**config.mk**
```make
export PLATFORM = sky130hd
export DESIGN_NAME = amt_ctrl
export DESIGN_NICKNAME = d
export VERILOG_FILES = /design/src/amt_pkg.sv /design/src/amt_ctrl.sv
export SDC_FILE = /design/constraint.sdc
export NUM_CORES = 1
export LEC_CHECK = 0
export ABC_AREA = 1
export BUFFER_PORTS_ARGS = -buffer_cell sky130_fd_sc_hd__buf_2
export CAP_MARGIN = 10
export CORE_AREA = 5 5 42 44
export DETAILED_ROUTE_END_ITERATION = 12
export DIE_AREA = 0 0 47 49
export MAX_ROUTING_LAYER = met4
export PLACE_DENSITY_LB_ADDON = 0.25
export SKIP_CTS_REPAIR_TIMING = 1
export SLEW_MARGIN = 30
export SYNTH_ARGS = -nofsm -noshare
export SYNTH_HDL_FRONTEND = slang
export SYNTH_SLANG_ARGS = --single-unit
```
**constraint.sdc**
```tcl
create_clock -name clk -period 2.4 [get_ports clk]
set_input_delay 0.24 -clock clk [delete_from_list [all_inputs] [get_ports clk]]
set_output_delay 0.24 -clock clk [all_outputs]
set_load 0.02 [all_outputs]
```
**src/amt_pkg.sv**
```systemverilog
// Types and constants shared by the adaptive mean threshold modules.
`timescale 1ns / 1ps

package amt_pkg;

    localparam int PIX_W      = 8;
    localparam int COORD_W    = 8;
    localparam int CFG_IDX_W  = 2;
    localparam int CFG_DATA_W = 9;
    localparam int WS_W       = 6;
    localparam int BIAS_W     = 9;
    localparam int DIM_W      = 9;

    localparam logic [PIX_W-1:0] PIX_MAX  = 8'd255;
    localparam logic [PIX_W-1:0] PIX_ZERO = 8'd0;

    localparam logic CMD_WRITE = 1'b0;
    localparam logic CMD_QUERY = 1'b1;

    localparam logic [CFG_IDX_W-1:0] REG_WINDOW_SIZE  = 2'd0;
    localparam logic [CFG_IDX_W-1:0] REG_BIAS         = 2'd1;
    localparam logic [CFG_IDX_W-1:0] REG_FRAME_WIDTH  = 2'd2;
    localparam logic [CFG_IDX_W-1:0] REG_FRAME_HEIGHT = 2'd3;

    localparam logic [WS_W-1:0]          RST_WINDOW_SIZE  = 6'd7;
    localparam logic signed [BIAS_W-1:0] RST_BIAS         = 9'sd5;
    localparam logic [DIM_W-1:0]         RST_FRAME_WIDTH  = 9'd256;
    localparam logic [DIM_W-1:0]         RST_FRAME_HEIGHT = 9'd256;

    typedef struct packed {
        logic               command;
        logic [COORD_W-1:0] col;
        logic [COORD_W-1:0] row;
        logic [PIX_W-1:0]   pixel_in;
    } amt_item_t;

    typedef struct packed {
        logic [PIX_W-1:0] binary_out;
        logic [PIX_W-1:0] threshold_out;
    } amt_result_t;

    typedef struct packed {
        logic wr;
        logic load_q;
        logic clamp;
        logic bound;
        logic rd_win;
        logic rd_cen;
        logic div_start;
        logic load_out;
    } amt_cmd_t;

    typedef struct packed {
        logic last;
        logic div_busy;
    } amt_status_t;

endpackage

```
**src/amt_ctrl.sv**
```systemverilog
// Controller state machine that sequences pixel writes and window queries.
`timescale 1ns / 1ps

module amt_ctrl import amt_pkg::*; (
    input  logic        clk,
    input  logic        rst_n,
    input  logic        item_valid,
    input  logic        item_command,
    output logic        item_ready,
    output logic        result_valid,
    input  logic        result_ready,
    input  amt_status_t status,
    output amt_cmd_t    cmd
);

    localparam logic [2:0] ST_IDLE    = 3'd0;
    localparam logic [2:0] ST_CLAMP   = 3'd1;
    localparam logic [2:0] ST_BOUND   = 3'd2;
    localparam logic [2:0] ST_SCAN    = 3'd3;
    localparam logic [2:0] ST_CENTER  = 3'd4;
    localparam logic [2:0] ST_DIVGO   = 3'd5;
    localparam logic [2:0] ST_DIVWAIT = 3'd6;
    localparam logic [2:0] ST_RESULT  = 3'd7;

    logic [2:0] state_reg, state_next;
    logic       out_valid_reg, out_valid_next;

    always_comb
    begin
        state_next     = state_reg;
        out_valid_next = out_valid_reg;
        cmd            = '0;
        item_ready     = 1'b0;
        if (out_valid_reg && result_ready)
        begin
            out_valid_next = 1'b0;
        end
        case (state_reg)
            ST_IDLE:
            begin
                item_ready = 1'b1;
                if (item_valid)
                begin
                    if (item_command == CMD_QUERY)
                    begin
                        cmd.load_q = 1'b1;
                        state_next = ST_CLAMP;
                    end
                    else
                    begin
                        cmd.wr = 1'b1;
                    end
                end
            end
            ST_CLAMP:
            begin
                cmd.clamp  = 1'b1;
                state_next = ST_BOUND;
            end
            ST_BOUND:
            begin
                cmd.bound  = 1'b1;
                state_next = ST_SCAN;
            end
            ST_SCAN:
            begin
                cmd.rd_win = 1'b1;
                if (status.last)
                begin
                    state_next = ST_CENTER;
                end
            end
            ST_CENTER:
            begin
                cmd.rd_cen = 1'b1;
                state_next = ST_DIVGO;
            end
            ST_DIVGO:
            begin
                cmd.div_start = 1'b1;
                state_next    = ST_DIVWAIT;
            end
            ST_DIVWAIT:
            begin
                if (!status.div_busy)
                begin
                    state_next = ST_RESULT;
                end
            end
            ST_RESULT:
            begin
                if (!out_valid_reg || result_ready)
                begin
                    cmd.load_out   = 1'b1;
                    out_valid_next = 1'b1;
                    state_next     = ST_IDLE;
                end
            end
            default:
            begin
                state_next = ST_IDLE;
            end
        endcase
    end

    always_ff @(posedge clk or negedge rst_n)
    begin
        if (!rst_n)
        begin
            state_reg     <= ST_IDLE;
            out_valid_reg <= 1'b0;
        end
        else
        begin
            state_reg     <= state_next;
            out_valid_reg <= out_valid_next;
        end
    end

    assign result_valid = out_valid_reg;

endmodule

```
## After elaboration in Yosys (flattened, before gate mapping)

Cells that the tools add are included.

- Register bits after elaboration: 4
- Output and inout bits: 10
- Logic and storage cells: 40

- Equality and inequality tests: 12
- Mux-type cells: 21
- Reductions and logical operators: 5

Operators with widths:

| cell | number |
|---|---|
| case mux 3 bit (8 select lines) | 1 |
| two-way mux 3 bit | 5 |
| two-way mux 1 bit | 13 |
| == test 3 bit (second input constant) | 4 |
| inequality test 2 bit (second input constant) | 5 |
| == test 3 x 2 -> 1 bit (second input constant) | 2 |
| AND reduction 5 bit | 1 |
| two-way mux 2 bit | 2 |
| == test 3 x 1 -> 1 bit (second input constant) | 1 |
| logical NOT 3 bit | 1 |
| logical AND 1 bit | 1 |
| logical NOT 1 bit | 1 |
| logical OR 1 bit | 1 |

## Longest topological paths before layout

- Depth after elaboration: 4
- Depth in mapped cells: 8

## Least setup slack after synthesis

OpenSTA, ideal clock, no wires.

- Path type: reg2out
- Start: reg state_reg[2]
- End: out cmd[7] in the netlist's numbering
- Arrival time: 1164 ps
- Data required time: 2160 ps
- Slack: 996 ps
- Cell stages (with the launch flop): 6
- Buffers on the path: 0
- Cell sequence: dfrtp_1 inv_1 nand2_1 inv_1 nand2_1 nor2_1

RTL lines:

| item | RTL line | RTL |
|---|---|---|
| start: declaration | amt_ctrl.sv:25 | `logic [2:0] state_reg, state_next;` |
| start signal: assignment | amt_ctrl.sv:115 | `state_reg <= state_next;` |
| end: declaration | amt_ctrl.sv:13 | `output amt_cmd_t cmd` |

==> metrics.cfg <==
[status]
status = finished, final reports clean

[timing]
report.final.slew_viol_count = 0
maxSlewHeadroom = 0.8324
rsz0062_at_grt = false
worst_slew_pin_slew_ps = 251.3
fmax_mhz = 656.6
hold_viol_final = 0
fin_setup_tns_ps = 0
min_period_ps = 1523
period_share = 0.6346
fin_skew_ps = 2.025
finalSetupViolCount = 0

[global_routing]
antenna_found_initial = 0
gr-total-overflow = 0
grt_max_degree = 8
grt_pass1_vias = 280
track_usage = 0.06309
grt_pass1_wl_mm = 1.014

[synthesis]
netlist_area_um2 = 292.8
synth_fp_nets = 53
ys_warn_count = 0
syn_area_per_cell_um2 = 6.365
ys_seq_area_frac = 0.3419
synth.distinct_cells = 13
synthCells = 46
ys_seq_elements = 4

[clock_network]
clock_path_buffers = 2
cts_buffers = 3
tritoncts = built
h-tree-depth = 1
root_buffer = clkbuf_4
cts.clk_slew.worst_paths_ps = 30
insertion_delay_ps = 230
cts.sinks = 4

[cells_and_area]
diodes = 0
drive_gt1_frac = 0.3939
fin_nets = 75
largest_register_ffs = 3
area_growth_pct = 45.30
final_area_um2 = 425.4

[detailed_routing]
dr.pass1.iters = 4
first_iter_violations = 6
vias = 327
antenna_left = 0
drc = 0
detail_route.wl_per_cell_um = 8.500
wirelength_um = 697
via_per_inst = 3.988

[pwr]
p_leak_nw = 0.2611
power_density_mw_per_mm2 = 1346
ir_worst_vdd_uv = 523.7
swShare = 0.5163
p_int_uw = 276.9
power.switching_uw = 295.6
p_clk_frac = 0.138
p_comb_frac = 0.595
seqPwrFrac = 0.267

[critical_path]
cp_max_fo = 5
required_ps = 2160
crit_chain = inv_1 -> or2_2 -> nor2_1 -> buf_2
path_buf_inv = 2
endpoint_kind = output port
cp.arrival_ps = 1280
max_stage_delay_ps = 420
crit_family = flip-flops
start_kind = register
critical_path.slowest_cell = dfrtp_1
critical_path_class = reg -> out

[floorplanning]
core_area_mm2 = 0.001401
die_w_um = 47
floorplan.initialDensity = 0.2089
ios = 17
die_h_um = 49
dieArea_mm2 = 0.002303
row_count = 14

[place]
dpl.hpwl_um = 599.9
placed_cell_area_um2 = 392.9
place.gp.congestion = 0.7755
portBuffers = 16

[worst_hold_path]
hp-class = in -> reg

[run]
drv_cap = 0

-- per-layer routing --
| layer | part of all wire | vias up | global-route usage |
|---|---|---|---|
| li1 | - | 180 | - |
| met4 | 0 | 0 | 0.04147 |
| met3 | 0.098 | 0 | 0.02214 |
| met5 | 0 | - | - |
| met1 | 0.45 | 137 | 0.07795 |
| met2 | 0.45 | 10 | 0.08371 |
-- layout by cell type (no fill, tap or decap) --
master / count
a21oi_1: 3
inv_1: 6
buf_2: 16
nand2_1: 13
dfrtp_1: 4
xor2_1: 1
nand3_1: 4
inv_2: 1
nor2_4: 1
nand2_2: 2
nor2_1: 7
or2_2: 1
nor2_2: 2
nor3_1: 1
dlygate4sd3_1: 1
clkbuf_4: 3
-- cell families (layout without fill, tap and decap cells) --
family	after synthesis	after routing	synth area share
AOI/OAI and AO/OA	3	3	0.05127
DFF	4	4	0.3419
xor gates and xnor gates	1	1	0.02992
buffers and inverters	7	27	0.08973
and+or+nand+nor	31	31	0.4872
-- cell type report --
cell class | instances | area (um2)
flip-flops and latches | 4 | 100.1
clock buffers | 3 | 22.52
well taps | 16 | 20.02
multi-input cells | 35 | 166.4
repair buffers | 17 | 90.09
fillers | 173 | 975.9
inverters | 7 | 26.28
-- path summary, 6_finish.rpt --
check | from | to | slack (ps) | cells past startpoint
min reg2reg | result_valid$_DFF_PN0_ | result_valid$_DFF_PN0_ | 540 | 2
min | result_ready | result_valid$_DFF_PN0_ | 310 | 4
max reg2reg | state_reg[0]$_DFFE_PN0P_ | state_reg[1]$_DFFE_PN0P_ | 1250 | 7
max in group asynchronous | rst_n | result_valid$_DFF_PN0_ | 1950 | 2
max | state_reg[0]$_DFFE_PN0P_ | cmd[1] | 880 | 4
min in group asynchronous | rst_n | state_reg[2]$_DFFE_PN0P_ | 340 | 2
-- Yosys cell counts --
library cell	instances	area share
nor2_1	7	0.090
inv_2	1	0.013
nor2_4	1	0.038
inv_1	6	0.077
nor3_1	1	0.017
nand2_1	13	0.17
a21oi_1	3	0.051
nand3_1	4	0.068
dfrtp_1	4	0.34
nand2_2	2	0.043
or2_2	1	0.021
nor2_2	2	0.043
xor2_1	1	0.030
-- worst register-to-register path, delay by kind of cell, from the launching register on --
kind	cells	cell delay (ps)
simple gates	6	530
buf+inv	1	100
flops	1	420
-- through the flow --
stage / hold slack (ps) / std cells / setup WS, ps / power (mW) / util
3_3_place_gp: 47.13 / 78 / 1107 / 0.4980 / 0.2804
4_1_cts: -202.7 / 81 / 856.1 / 0.5821 / 0.2964
3_5_place_dp: 45.14 / 78 / 1106 / 0.4976 / 0.2804
6_report: 311.5 / 82 / 876.9 / 0.5725 / 0.3036
2_1_floorplan: -55.59 / 46 / 996.2 / 0.3964 / -
5_1_grt: 312.3 / 82 / 792.4 / 0.6290 / 0.3036
-- power groups by stage --
stage,logic (mW),clock network (mW),registers [mW]
after floorplan,0.246,0,0.150
final,0.341,0.0792,0.153
after global routing,0.381,0.0904,0.157
after global placement,0.346,0,0.152
after CTS,0.345,0.0844,0.153
after detailed placement,0.344,0,0.153
Power figures use the tool's default switching activity.
